### config.mk
export PLATFORM = sky130hd
export DESIGN_NAME = gamepad_deadzone_edge_tracker_flat
export DESIGN_NICKNAME = d
export VERILOG_FILES = /design/src/rtl/gdet_pkg.sv /design/src/rtl/gdet_in_if.sv /design/src/rtl/gdet_out_if.sv /design/src/rtl/gamepad_deadzone_edge_tracker.sv /design/src/flat_wrapper.sv
export SDC_FILE = /design/constraint.sdc
export NUM_CORES = 1
export LEC_CHECK = 0
export BUFFER_PORTS_ARGS = -buffer_cell sky130_fd_sc_hd__buf_2
export CAP_MARGIN = 10
export CELL_PAD_IN_SITES_DETAIL_PLACEMENT = 1
export CELL_PAD_IN_SITES_GLOBAL_PLACEMENT = 1
export CORE_MARGIN = 5
export CORE_UTILIZATION = 40
export CTS_BUF_LIST = sky130_fd_sc_hd__clkbuf_8
export DETAILED_ROUTE_END_ITERATION = 12
export GPL_ROUTABILITY_DRIVEN = 0
export PLACE_DENSITY_LB_ADDON = 0.1
export SYNTH_ARGS = -nofsm -noshare
export SYNTH_HDL_FRONTEND = slang
export SYNTH_SLANG_ARGS = --single-unit
### constraint.sdc
create_clock -name clk -period 6.6 [get_ports clk]
set_clock_uncertainty 0.15 [all_clocks]
set_input_delay 0.66 -clock clk [delete_from_list [all_inputs] [get_ports clk]]
set_output_delay 0.66 -clock clk [all_outputs]
set_load 0.01 [all_outputs]
### src/rtl/gdet_pkg.sv
`timescale 1ns / 1ps
`default_nettype none
// ----------------------------------------------------------------------------
// gdet_pkg
// Shared constants and codes for the gamepad dead zone and edge tracker.
// ----------------------------------------------------------------------------
package gdet_pkg;

  localparam int PAD_COUNT = 4;
  localparam int PadW      = (PAD_COUNT > 1) ? $clog2(PAD_COUNT) : 1;

  localparam int PadIdxW   = 3;
  localparam int LinkW     = 2;
  localparam int AxisW     = 16;
  localparam int ButtonW   = 16;
  localparam int TrigW     = 8;
  localparam int ModeW     = 2;
  localparam int StatusW   = 2;
  localparam int CfgIdxW   = 2;
  localparam int CfgDataW  = 16;

  typedef enum logic [StatusW-1:0] {
    ST_OK      = 2'd0,
    ST_ABSENT  = 2'd1,
    ST_BAD_PAD = 2'd2
  } status_t;

  localparam logic [LinkW-1:0] LINK_UP     = 2'd0;
  localparam logic [LinkW-1:0] LINK_DOWN   = 2'd1;
  localparam logic [LinkW-1:0] LINK_ABSENT = 2'd2;

  localparam logic [ModeW-1:0] DZ_NONE   = 2'd0;
  localparam logic [ModeW-1:0] DZ_AXIS   = 2'd1;
  localparam logic [ModeW-1:0] DZ_CENTER = 2'd2;

  localparam logic [CfgIdxW-1:0] CFG_DZ_MODE   = 2'd0;
  localparam logic [CfgIdxW-1:0] CFG_LEFT_DZ   = 2'd1;
  localparam logic [CfgIdxW-1:0] CFG_RIGHT_DZ  = 2'd2;
  localparam logic [CfgIdxW-1:0] CFG_TRIG_THR  = 2'd3;

  localparam logic [ModeW-1:0]    RST_DZ_MODE  = DZ_NONE;
  localparam logic [AxisW-1:0]    RST_LEFT_DZ  = 16'd7849;
  localparam logic [AxisW-1:0]    RST_RIGHT_DZ = 16'd8689;
  localparam logic [TrigW-1:0]    RST_TRIG_THR = 8'd30;

endpackage
`default_nettype wire

### src/rtl/gdet_in_if.sv
`timescale 1ns / 1ps
`default_nettype none
// ----------------------------------------------------------------------------
// gdet_in_if
// Report channel: one raw pad report per word, valid/ready handshake.
// ----------------------------------------------------------------------------
interface gdet_in_if import gdet_pkg::*; ();
  logic                      valid;
  logic                      ready;
  logic [PadIdxW-1:0]        pad_index;
  logic [LinkW-1:0]          link_status;
  logic signed [AxisW-1:0]   left_x;
  logic signed [AxisW-1:0]   left_y;
  logic signed [AxisW-1:0]   right_x;
  logic signed [AxisW-1:0]   right_y;
  logic [ButtonW-1:0]        button_word;
  logic [TrigW-1:0]          left_trigger;
  logic [TrigW-1:0]          right_trigger;

  modport source (
    output valid, pad_index, link_status, left_x, left_y, right_x, right_y,
           button_word, left_trigger, right_trigger,
    input  ready
  );
  modport sink (
    input  valid, pad_index, link_status, left_x, left_y, right_x, right_y,
           button_word, left_trigger, right_trigger,
    output ready
  );
endinterface
`default_nettype wire

### src/rtl/gdet_out_if.sv
`timescale 1ns / 1ps
`default_nettype none
// ----------------------------------------------------------------------------
// gdet_out_if
// Result channel: one cleaned pad result per word, valid/ready handshake.
// ----------------------------------------------------------------------------
interface gdet_out_if import gdet_pkg::*; ();
  logic                      valid;
  logic                      ready;
  logic [StatusW-1:0]        status;
  logic                      is_connected;
  logic                      was_inserted;
  logic                      was_removed;
  logic signed [AxisW-1:0]   out_left_x;
  logic signed [AxisW-1:0]   out_left_y;
  logic signed [AxisW-1:0]   out_right_x;
  logic signed [AxisW-1:0]   out_right_y;
  logic [ButtonW-1:0]        held_buttons;
  logic [ButtonW-1:0]        new_presses;
  logic                      left_trigger_edge;
  logic                      right_trigger_edge;

  modport source (
    output valid, status, is_connected, was_inserted, was_removed,
           out_left_x, out_left_y, out_right_x, out_right_y,
           held_buttons, new_presses, left_trigger_edge, right_trigger_edge,
    input  ready
  );
  modport sink (
    input  valid, status, is_connected, was_inserted, was_removed,
           out_left_x, out_left_y, out_right_x, out_right_y,
           held_buttons, new_presses, left_trigger_edge, right_trigger_edge,
    output ready
  );
endinterface
`default_nettype wire

### src/rtl/gamepad_deadzone_edge_tracker.sv
`timescale 1ns / 1ps
`default_nettype none
// ----------------------------------------------------------------------------
// gamepad_deadzone_edge_tracker
// Per-pad link tracking, stick dead zone, button and trigger edge detection.
// ----------------------------------------------------------------------------
//  channel   dir  handshake        word
//  in_ch     in   valid/ready      raw report (pad, link, sticks, buttons, triggers)
//  out_ch    out  valid/ready      cleaned result (status, link flags, sticks, edges)
//  cfg_*     in   cfg_we only      register index + data, no read-back
//
//  A word is registered on accept and its result once the result register is free,
//  which raises out_ch.valid. Throughput: one word per cycle while out_ch.ready
//  is high; per-pad history is read and written at the edge that loads the result,
//  so back-to-back words for one pad work.
//  Stalls: out_ch.ready low holds the result and the input register; in_ch.ready
//  stays high while the input register is empty or can move on. Reset clears all
//  pad history and loads the default register values.
// ----------------------------------------------------------------------------
module gamepad_deadzone_edge_tracker import gdet_pkg::*; (
  input  wire logic                clk,
  input  wire logic                rst_n,
  gdet_in_if.sink                  in_ch,
  gdet_out_if.source               out_ch,
  input  wire logic                cfg_we,
  input  wire logic [CfgIdxW-1:0]  cfg_index,
  input  wire logic [CfgDataW-1:0] cfg_wdata
);

  // configuration
  logic [ModeW-1:0] dz_mode_r;
  logic [AxisW-1:0] left_dz_r;
  logic [AxisW-1:0] right_dz_r;
  logic [TrigW-1:0] trig_thr_r;

  always_ff @(posedge clk) begin
    if (!rst_n) begin
      dz_mode_r  <= RST_DZ_MODE;
      left_dz_r  <= RST_LEFT_DZ;
      right_dz_r <= RST_RIGHT_DZ;
      trig_thr_r <= RST_TRIG_THR;
    end else if (cfg_we) begin
      unique case (cfg_index)
        CFG_DZ_MODE:  dz_mode_r  <= cfg_wdata[ModeW-1:0];
        CFG_LEFT_DZ:  left_dz_r  <= cfg_wdata[AxisW-1:0];
        CFG_RIGHT_DZ: right_dz_r <= cfg_wdata[AxisW-1:0];
        CFG_TRIG_THR: trig_thr_r <= cfg_wdata[TrigW-1:0];
        default: ;
      endcase
    end
  end

  // input register
  logic                    s1_valid_r;
  logic [PadIdxW-1:0]      s1_pad_r;
  logic [LinkW-1:0]        s1_link_r;
  logic [AxisW-1:0]        s1_lx_r, s1_ly_r, s1_rx_r, s1_ry_r;
  logic [ButtonW-1:0]      s1_btn_r;
  logic [TrigW-1:0]        s1_lt_r, s1_rt_r;

  logic out_valid_r;
  logic out_free;
  logic s1_move;
  logic in_acc;

  assign out_free    = !out_valid_r || out_ch.ready;
  assign s1_move     = s1_valid_r && out_free;
  assign in_ch.ready = !s1_valid_r || out_free;
  assign in_acc      = in_ch.valid && in_ch.ready;

  always_ff @(posedge clk) begin
    if (!rst_n) begin
      s1_valid_r <= 1'b0;
    end else if (in_ch.ready) begin
      s1_valid_r <= in_ch.valid;
    end
  end

  always_ff @(posedge clk) begin
    if (in_acc) begin
      s1_pad_r  <= in_ch.pad_index;
      s1_link_r <= in_ch.link_status;
      s1_lx_r   <= in_ch.left_x;
      s1_ly_r   <= in_ch.left_y;
      s1_rx_r   <= in_ch.right_x;
      s1_ry_r   <= in_ch.right_y;
      s1_btn_r  <= in_ch.button_word;
      s1_lt_r   <= in_ch.left_trigger;
      s1_rt_r   <= in_ch.right_trigger;
    end
  end

  // per-pad history
  logic [PAD_COUNT-1:0] conn_r;
  logic [ButtonW-1:0]   prev_btn_r [PAD_COUNT];
  logic [TrigW-1:0]     prev_lt_r  [PAD_COUNT];
  logic [TrigW-1:0]     prev_rt_r  [PAD_COUNT];

  function automatic logic [AxisW:0] mag(input logic [AxisW-1:0] v);
    logic [AxisW:0] ext;
    ext = {1'b0, v};
    return v[AxisW-1] ? ({1'b1, {AxisW{1'b0}}} - ext) : ext;
  endfunction

  // result logic
  logic [PadW-1:0]    idx;
  logic               pad_ok;
  logic               absent;
  logic               was;
  logic               now;
  logic [ButtonW-1:0] prev_btn;
  logic [TrigW-1:0]   prev_lt, prev_rt;
  logic               lx_in, ly_in, rx_in, ry_in;
  logic               lx_zero, ly_zero, rx_zero, ry_zero;

  assign idx    = s1_pad_r[PadW-1:0];
  assign pad_ok = {1'b0, s1_pad_r} < (PadIdxW+1)'(PAD_COUNT);
  assign absent = s1_link_r == LINK_ABSENT;
  assign was    = conn_r[idx];
  assign now    = s1_link_r == LINK_UP;

  // insertion starts from cleared history
  assign prev_btn = was ? prev_btn_r[idx] : '0;
  assign prev_lt  = was ? prev_lt_r[idx]  : '0;
  assign prev_rt  = was ? prev_rt_r[idx]  : '0;

  assign lx_in = mag(s1_lx_r) < {1'b0, left_dz_r};
  assign ly_in = mag(s1_ly_r) < {1'b0, left_dz_r};
  assign rx_in = mag(s1_rx_r) < {1'b0, right_dz_r};
  assign ry_in = mag(s1_ry_r) < {1'b0, right_dz_r};

  always_comb begin
    lx_zero = 1'b0;
    ly_zero = 1'b0;
    rx_zero = 1'b0;
    ry_zero = 1'b0;
    if (dz_mode_r == DZ_AXIS) begin
      lx_zero = lx_in;
      ly_zero = ly_in;
      rx_zero = rx_in;
      ry_zero = ry_in;
    end else if (dz_mode_r == DZ_CENTER) begin
      lx_zero = lx_in && ly_in;
      ly_zero = lx_in && ly_in;
      rx_zero = rx_in && ry_in;
      ry_zero = rx_in && ry_in;
    end
  end

  // result register
  logic [StatusW-1:0] status_r;
  logic               conn_out_r, ins_r, rem_r;
  logic [AxisW-1:0]   olx_r, oly_r, orx_r, ory_r;
  logic [ButtonW-1:0] held_r, press_r;
  logic               lt_edge_r, rt_edge_r;

  logic [StatusW-1:0] status_nxt;
  logic               conn_out_nxt, ins_nxt, rem_nxt;
  logic [AxisW-1:0]   olx_nxt, oly_nxt, orx_nxt, ory_nxt;
  logic [ButtonW-1:0] held_nxt, press_nxt;
  logic               lt_edge_nxt, rt_edge_nxt;

  always_comb begin
    status_nxt   = ST_OK;
    conn_out_nxt = 1'b0;
    ins_nxt      = 1'b0;
    rem_nxt      = 1'b0;
    olx_nxt      = '0;
    oly_nxt      = '0;
    orx_nxt      = '0;
    ory_nxt      = '0;
    held_nxt     = '0;
    press_nxt    = '0;
    lt_edge_nxt  = 1'b0;
    rt_edge_nxt  = 1'b0;
    if (!pad_ok) begin
      status_nxt = ST_BAD_PAD;
    end else if (absent) begin
      status_nxt = ST_ABSENT;
    end else begin
      conn_out_nxt = now;
      ins_nxt      = !was && now;
      rem_nxt      = was && !now;
      if (now) begin
        olx_nxt     = lx_zero ? '0 : s1_lx_r;
        oly_nxt     = ly_zero ? '0 : s1_ly_r;
        orx_nxt     = rx_zero ? '0 : s1_rx_r;
        ory_nxt     = ry_zero ? '0 : s1_ry_r;
        held_nxt    = s1_btn_r;
        press_nxt   = s1_btn_r & ~prev_btn;
        lt_edge_nxt = (s1_lt_r > trig_thr_r) && !(prev_lt > trig_thr_r);
        rt_edge_nxt = (s1_rt_r > trig_thr_r) && !(prev_rt > trig_thr_r);
      end
    end
  end

  always_ff @(posedge clk) begin
    if (!rst_n) begin
      out_valid_r <= 1'b0;
    end else if (out_free) begin
      out_valid_r <= s1_valid_r;
    end
  end

  always_ff @(posedge clk) begin
    if (s1_move) begin
      status_r   <= status_nxt;
      conn_out_r <= conn_out_nxt;
      ins_r      <= ins_nxt;
      rem_r      <= rem_nxt;
      olx_r      <= olx_nxt;
      oly_r      <= oly_nxt;
      orx_r      <= orx_nxt;
      ory_r      <= ory_nxt;
      held_r     <= held_nxt;
      press_r    <= press_nxt;
      lt_edge_r  <= lt_edge_nxt;
      rt_edge_r  <= rt_edge_nxt;
    end
  end

  // history update
  always_ff @(posedge clk) begin
    if (!rst_n) begin
      conn_r <= '0;
      for (int p = 0; p < PAD_COUNT; p++) begin
        prev_btn_r[p] <= '0;
        prev_lt_r[p]  <= '0;
        prev_rt_r[p]  <= '0;
      end
    end else if (s1_move && pad_ok) begin
      if (absent) begin
        conn_r[idx]     <= 1'b0;
        prev_btn_r[idx] <= '0;
        prev_lt_r[idx]  <= '0;
        prev_rt_r[idx]  <= '0;
      end else begin
        conn_r[idx] <= now;
        if (now) begin
          prev_btn_r[idx] <= s1_btn_r;
          prev_lt_r[idx]  <= s1_lt_r;
          prev_rt_r[idx]  <= s1_rt_r;
        end
      end
    end
  end

  assign out_ch.valid              = out_valid_r;
  assign out_ch.status             = status_r;
  assign out_ch.is_connected       = conn_out_r;
  assign out_ch.was_inserted       = ins_r;
  assign out_ch.was_removed        = rem_r;
  assign out_ch.out_left_x         = olx_r;
  assign out_ch.out_left_y         = oly_r;
  assign out_ch.out_right_x        = orx_r;
  assign out_ch.out_right_y        = ory_r;
  assign out_ch.held_buttons       = held_r;
  assign out_ch.new_presses        = press_r;
  assign out_ch.left_trigger_edge  = lt_edge_r;
  assign out_ch.right_trigger_edge = rt_edge_r;

  // checks
  a_ins_rem_excl: assert property (@(posedge clk) disable iff (!rst_n)
    out_valid_r |-> !(ins_r && rem_r))
    else $error("insert and remove flagged together");

  a_disc_quiet: assert property (@(posedge clk) disable iff (!rst_n)
    (out_valid_r && !conn_out_r) |->
      (held_r == '0 && press_r == '0 && !lt_edge_r && !rt_edge_r && !ins_r))
    else $error("disconnected result carries button or trigger data");

  a_conn_tracks: assert property (@(posedge clk) disable iff (!rst_n)
    (s1_move && pad_ok && !absent) |=> (conn_r[$past(idx)] == $past(now)))
    else $error("pad connected flag not updated from result");

  a_absent_clears: assert property (@(posedge clk) disable iff (!rst_n)
    (s1_move && pad_ok && absent) |=>
      (!conn_r[$past(idx)] && prev_btn_r[$past(idx)] == '0))
    else $error("driver absent did not clear pad history");

  a_ready_stall: assert property (@(posedge clk) disable iff (!rst_n)
    !in_ch.ready |-> (s1_valid_r && out_valid_r && !out_ch.ready))
    else $error("input stalled without a full pipeline");

endmodule
`default_nettype wire
### src/flat_wrapper.sv
// flat-port wrapper written by rule: the top's interface ports become plain ports
module gamepad_deadzone_edge_tracker_flat import gdet_pkg::*;
  (clk, rst_n, cfg_we, cfg_index, cfg_wdata, in_ch_valid, in_ch_pad_index, in_ch_link_status, in_ch_left_x, in_ch_left_y, in_ch_right_x, in_ch_right_y, in_ch_button_word, in_ch_left_trigger, in_ch_right_trigger, in_ch_ready, out_ch_valid, out_ch_status, out_ch_is_connected, out_ch_was_inserted, out_ch_was_removed, out_ch_out_left_x, out_ch_out_left_y, out_ch_out_right_x, out_ch_out_right_y, out_ch_held_buttons, out_ch_new_presses, out_ch_left_trigger_edge, out_ch_right_trigger_edge, out_ch_ready);
  gdet_in_if in_ch_i ();
  gdet_out_if out_ch_i ();
  input  wire logic clk;
  input  wire logic rst_n;
  input  wire logic cfg_we;
  input  wire logic [CfgIdxW-1:0] cfg_index;
  input  wire logic [CfgDataW-1:0] cfg_wdata;
  input wire logic [$bits(in_ch_i.valid)-1:0] in_ch_valid;
  input wire logic [$bits(in_ch_i.pad_index)-1:0] in_ch_pad_index;
  input wire logic [$bits(in_ch_i.link_status)-1:0] in_ch_link_status;
  input wire logic [$bits(in_ch_i.left_x)-1:0] in_ch_left_x;
  input wire logic [$bits(in_ch_i.left_y)-1:0] in_ch_left_y;
  input wire logic [$bits(in_ch_i.right_x)-1:0] in_ch_right_x;
  input wire logic [$bits(in_ch_i.right_y)-1:0] in_ch_right_y;
  input wire logic [$bits(in_ch_i.button_word)-1:0] in_ch_button_word;
  input wire logic [$bits(in_ch_i.left_trigger)-1:0] in_ch_left_trigger;
  input wire logic [$bits(in_ch_i.right_trigger)-1:0] in_ch_right_trigger;
  output wire logic [$bits(in_ch_i.ready)-1:0] in_ch_ready;
  output wire logic [$bits(out_ch_i.valid)-1:0] out_ch_valid;
  output wire logic [$bits(out_ch_i.status)-1:0] out_ch_status;
  output wire logic [$bits(out_ch_i.is_connected)-1:0] out_ch_is_connected;
  output wire logic [$bits(out_ch_i.was_inserted)-1:0] out_ch_was_inserted;
  output wire logic [$bits(out_ch_i.was_removed)-1:0] out_ch_was_removed;
  output wire logic [$bits(out_ch_i.out_left_x)-1:0] out_ch_out_left_x;
  output wire logic [$bits(out_ch_i.out_left_y)-1:0] out_ch_out_left_y;
  output wire logic [$bits(out_ch_i.out_right_x)-1:0] out_ch_out_right_x;
  output wire logic [$bits(out_ch_i.out_right_y)-1:0] out_ch_out_right_y;
  output wire logic [$bits(out_ch_i.held_buttons)-1:0] out_ch_held_buttons;
  output wire logic [$bits(out_ch_i.new_presses)-1:0] out_ch_new_presses;
  output wire logic [$bits(out_ch_i.left_trigger_edge)-1:0] out_ch_left_trigger_edge;
  output wire logic [$bits(out_ch_i.right_trigger_edge)-1:0] out_ch_right_trigger_edge;
  input wire logic [$bits(out_ch_i.ready)-1:0] out_ch_ready;
  assign in_ch_i.valid = in_ch_valid;
  assign in_ch_i.pad_index = in_ch_pad_index;
  assign in_ch_i.link_status = in_ch_link_status;
  assign in_ch_i.left_x = in_ch_left_x;
  assign in_ch_i.left_y = in_ch_left_y;
  assign in_ch_i.right_x = in_ch_right_x;
  assign in_ch_i.right_y = in_ch_right_y;
  assign in_ch_i.button_word = in_ch_button_word;
  assign in_ch_i.left_trigger = in_ch_left_trigger;
  assign in_ch_i.right_trigger = in_ch_right_trigger;
  assign in_ch_ready = in_ch_i.ready;
  assign out_ch_valid = out_ch_i.valid;
  assign out_ch_status = out_ch_i.status;
  assign out_ch_is_connected = out_ch_i.is_connected;
  assign out_ch_was_inserted = out_ch_i.was_inserted;
  assign out_ch_was_removed = out_ch_i.was_removed;
  assign out_ch_out_left_x = out_ch_i.out_left_x;
  assign out_ch_out_left_y = out_ch_i.out_left_y;
  assign out_ch_out_right_x = out_ch_i.out_right_x;
  assign out_ch_out_right_y = out_ch_i.out_right_y;
  assign out_ch_held_buttons = out_ch_i.held_buttons;
  assign out_ch_new_presses = out_ch_i.new_presses;
  assign out_ch_left_trigger_edge = out_ch_i.left_trigger_edge;
  assign out_ch_right_trigger_edge = out_ch_i.right_trigger_edge;
  assign out_ch_i.ready = out_ch_ready;
  gamepad_deadzone_edge_tracker u_core (.clk(clk), .rst_n(rst_n), .in_ch(in_ch_i), .out_ch(out_ch_i), .cfg_we(cfg_we), .cfg_index(cfg_index), .cfg_wdata(cfg_wdata));
endmodule
==> impl_metrics.csv <==
group,metric,value,unit
setup_path,cp_cell_sequence,"or4_1 -> or3_1 -> o31ai_1 -> xnor2_1 -> ha_1 -> a21o_1 -> a221oi_1 -> a31o_2 -> nand4b_1 -> and3_1",
timing,fmax,0.2296,GHz
power_and_ir_drop,p_per_area,257.7,nW/µm²
setup_path,crit_path_max_fanout,16,
outcome,status,"completed",
routing,viasPerCell,5.190,
clocking,root_buffer,"clkbuf_8",
timing,worst_slew_pin_slew,1070,ps
clocking,post_cts_resized,0,
routing,drc_errors,0,
logic_synthesis,synth_nets,1587,
clocking,postCtsSetupBuffers,0,
setup_path,cpLargestDelayFamily,"simple AND/OR/NAND/NOR gates",
logic_synthesis,synth-seq-area-share,0.6145,
cells_and_area,final_core_util,0.4847,
timing,finalSetupTns,0,ps
placed_design,dp_hpwl,30820,µm
setup_path,slowest_delay,590,ps
routing,wl_per_cell,20.35,µm
global_routing,grt_pass1_wl,73700,µm
floorplanning,core-area,44220,µm²
timing,rsz0062_at_grt,"false",
setup_path,worstSetupStartpointType,"flop",
cells_and_area,drive_gt1_frac,0.2292,
floorplanning,die-area,48960,µm²
setup_path,cp_slowest_cell,"or4_1",
logic_synthesis,synthTopCellsByArea,"edfxtp_1, ha_1, dfxtp_1",
clocking,clkSlewWorstSetupHoldPaths,60,ps
global_routing,antenna_found_initial,4,
routing,vias,11958,
setup_path,end_kind,"flop",
setup_path,crit_start,"u_core.s1_ry_r[8]$_DFFE_PP_",
floorplanning,fp.dieW,221.3,µm
timing,drv_slew,0,
global_routing,grt_max_degree,121,
setup_path,worstPathArrival,4560,ps
logic_synthesis,synth_compound_area_frac,0.07197,
routing,drtPass1Iterations,5,
logic_synthesis,yosys.area_share.simple,0.1501,
clocking,clk_path_buf_depth,3,
logic_synthesis,syn_avg_cell_area,13.06,µm²
setup_path,r2r-start,"u_core.s1_ry_r[8]$_DFFE_PP_",
setup_path,path_buf_inv,0,
clocking,cts_buffers,70,
logic_synthesis,synthCells,1367,
logic_synthesis,synth-seq-cells,382,
cells_and_area,fin_nets,1876,
logic_synthesis,async_flop_share,0,
timing,slew_headroom,0.2870,
power_and_ir_drop,p_leak,0.008765,µW
flow_run,cap_violations,0,
logic_synthesis,yosys_warnings,0,
logic_synthesis,syn_area,17850,µm²
logic_synthesis,synthMuxAreaShare,0.04513,
clocking,cts_tree,"done",
global_routing,grt_overflow,0,
min_path,min-delay-start,"in_ch_right_x[13]",
logic_synthesis,yosysTopAreaCell,"edfxtp_1",
cells_and_area,syn2layout_area_growth,20.05,%
cells_and_area,fillCellCount,4609,
logic_synthesis,synthTopCellsByCount,"edfxtp_1, and3_1, nand2_1",
placed_design,io_buffer_count,228,
floorplanning,initial_core_util,0.4037,
timing,period_needed,4355,ps
power_and_ir_drop,peakVddDrop,163.2,µV
setup_path,worstSetupPathType,"reg -> reg",
logic_synthesis,synth.distinct_cells,51,
floorplanning,rows,77,
routing,drtIter0Drc,682,
logic_synthesis,synth_most_common_cell,"edfxtp_1",
global_routing,grt_pass1_vias,13102,
floorplanning,die_y,221.3,µm
clocking,insertion_delay,640,ps
logic_synthesis,synth-xor-area-share,0.02551,
clocking,cts_htree_levels,3,
timing,hold_viol_final,0,
timing,setup_viol_count_final,0,
timing,finalCritPeriodShare,0.6599,
logic_synthesis,synthFlopType,"edfxtp_1",
floorplanning,io_pins,229,
logic_synthesis,synth_edf_count,332,
logic_synthesis,synth_fa_ha_area_frac,0.06728,
global_routing,grt_use_total,0.1897,
min_path,hp-class,"in -> reg",
routing,detail-route-antenna-nets,0,
logic_synthesis,synth_top_family_by_area,"simple AND/OR/NAND/NOR gates",
logic_synthesis,yosys.area.top_type_share,0.5584,
clocking,ctsHoldBuffers,44,
clocking,cts_sinks,382,
setup_path,crit_required,6810,ps
routing,wl,46890,µm
worst reg2reg max path: stages, from the launching register on:
cell	delay, ps
edfxtp_1	480
or4_1	590
or3_1	370
o31ai_1	300
xnor2_1	160
ha_1	270
a21o_1	190
a221oi_1	370
a31o_2	200
nand4b_1	550
and3_1	460
final timing paths:
kind	to	slack (ps)	cells past startpoint
hold reg to reg	u_core.right_dz_r[3]$_SDFFE_PN0P_	310	2
setup reg to reg	u_core.out_ch.out_right_x[13]$_SDFFCE_PP0P_	2240	10
hold / removal	u_core.s1_rx_r[13]$_DFFE_PP_	70	1
setup / recovery	u_core.out_ch.out_right_x[13]$_SDFFCE_PP0P_	2240	10
stage by stage:
| step | instances | cell area, µm² | power, µW | setup slack, ps | hold slack [ps] |
|---|---|---|---|---|---|
| 2_1_floorplan | 1367 | 17850 | 3160 | 566.5 | 290.5 |
| 3_5_place_dp | 2130 | 19630 | 3368 | 2145 | 311.8 |
| 5_1_grt | 2304 | 21430 | 5786 | 2074 | 1.081 |
| 4_1_cts | 2300 | 21400 | 5601 | 2104 | 0.3748 |
| 6_report | 2304 | 21430 | 5524 | 2245 | 69.40 |
| 3_3_place_gp | 2130 | 19630 | 3347 | 2340 | 304.2 |
routing by layer:
metal / share of wire / up-vias / routed length (µm) / global-route usage
met1: 0.45 / 5916 / 21300 / 0.2511
met5: 0.00028 / - / 13 / 0
met4: 0.026 / 2 / 1226 / 0.06002
met2: 0.48 / 250 / 22320 / 0.3144
met3: 0.043 / 95 / 2029 / 0.04042
li1: - / 5695 / - / -
where the power goes:
group	switching (µW)	internal, µW	total (µW)
clock	1010	1180	2190
combinational	276	223	499
sequential	88.5	2750	2830
total	1380	4150	5520
cell usage in the layout (no fill, tap or decap), types with 33 or more instances in the layout:
cell type,count
dfxtp_1,48
and3_1,142
a21boi_0,38
mux4_2,33
nand2_1,133
dlygate4sd3_1,45
xnor2_1,52
edfxtp_1,332
o21ai_0,33
ha_1,96
buf_2,228
and2_1,66
clkbuf_8,77
inv_1,73
final cells by class:
type,instances,area [µm²],share of cell area
well taps,592,740.7,0.03456
inverters,50,190.2,0.008873
diodes,2,5.005,0.0002335
clock inverters,50,291.5,0.01360
clock buffers,76,1046,0.04880
flip-flops and latches,382,10970,0.5120
multi-input cells,865,6484,0.3025
repair buffers,287,1703,0.07945
state kept, by name (all words and copies together) (netlist names), 4 cells and up, named ones only:
name                        count
u_core.prev_btn_r              64
u_core.prev_lt_r               32
u_core.prev_rt_r               32
u_core.left_dz_r               16
u_core.out_ch.held_buttons     16
u_core.out_ch.new_presses      16
u_core.out_ch.out_left_x       16
u_core.out_ch.out_left_y       16
u_core.out_ch.out_right_x      16
u_core.out_ch.out_right_y      16
u_core.right_dz_r              16
u_core.s1_btn_r                16
u_core.s1_lx_r                 16
u_core.s1_ly_r                 16
u_core.s1_rx_r                 16
u_core.s1_ry_r                 16
u_core.s1_lt_r                  8
u_core.s1_rt_r                  8
u_core.trig_thr_r               8
u_core.conn_r                   4
logic make-up after synthesis:
family | after synthesis
xor gates and xnor gates | 52
AOI/OAI and AO/OA | 192
muxes | 39
DFF | 382
adders and majority gates | 96
and+or+nand+nor | 486
buffers and inverters | 120
Note: power is estimated with default switching activity, not from simulation.
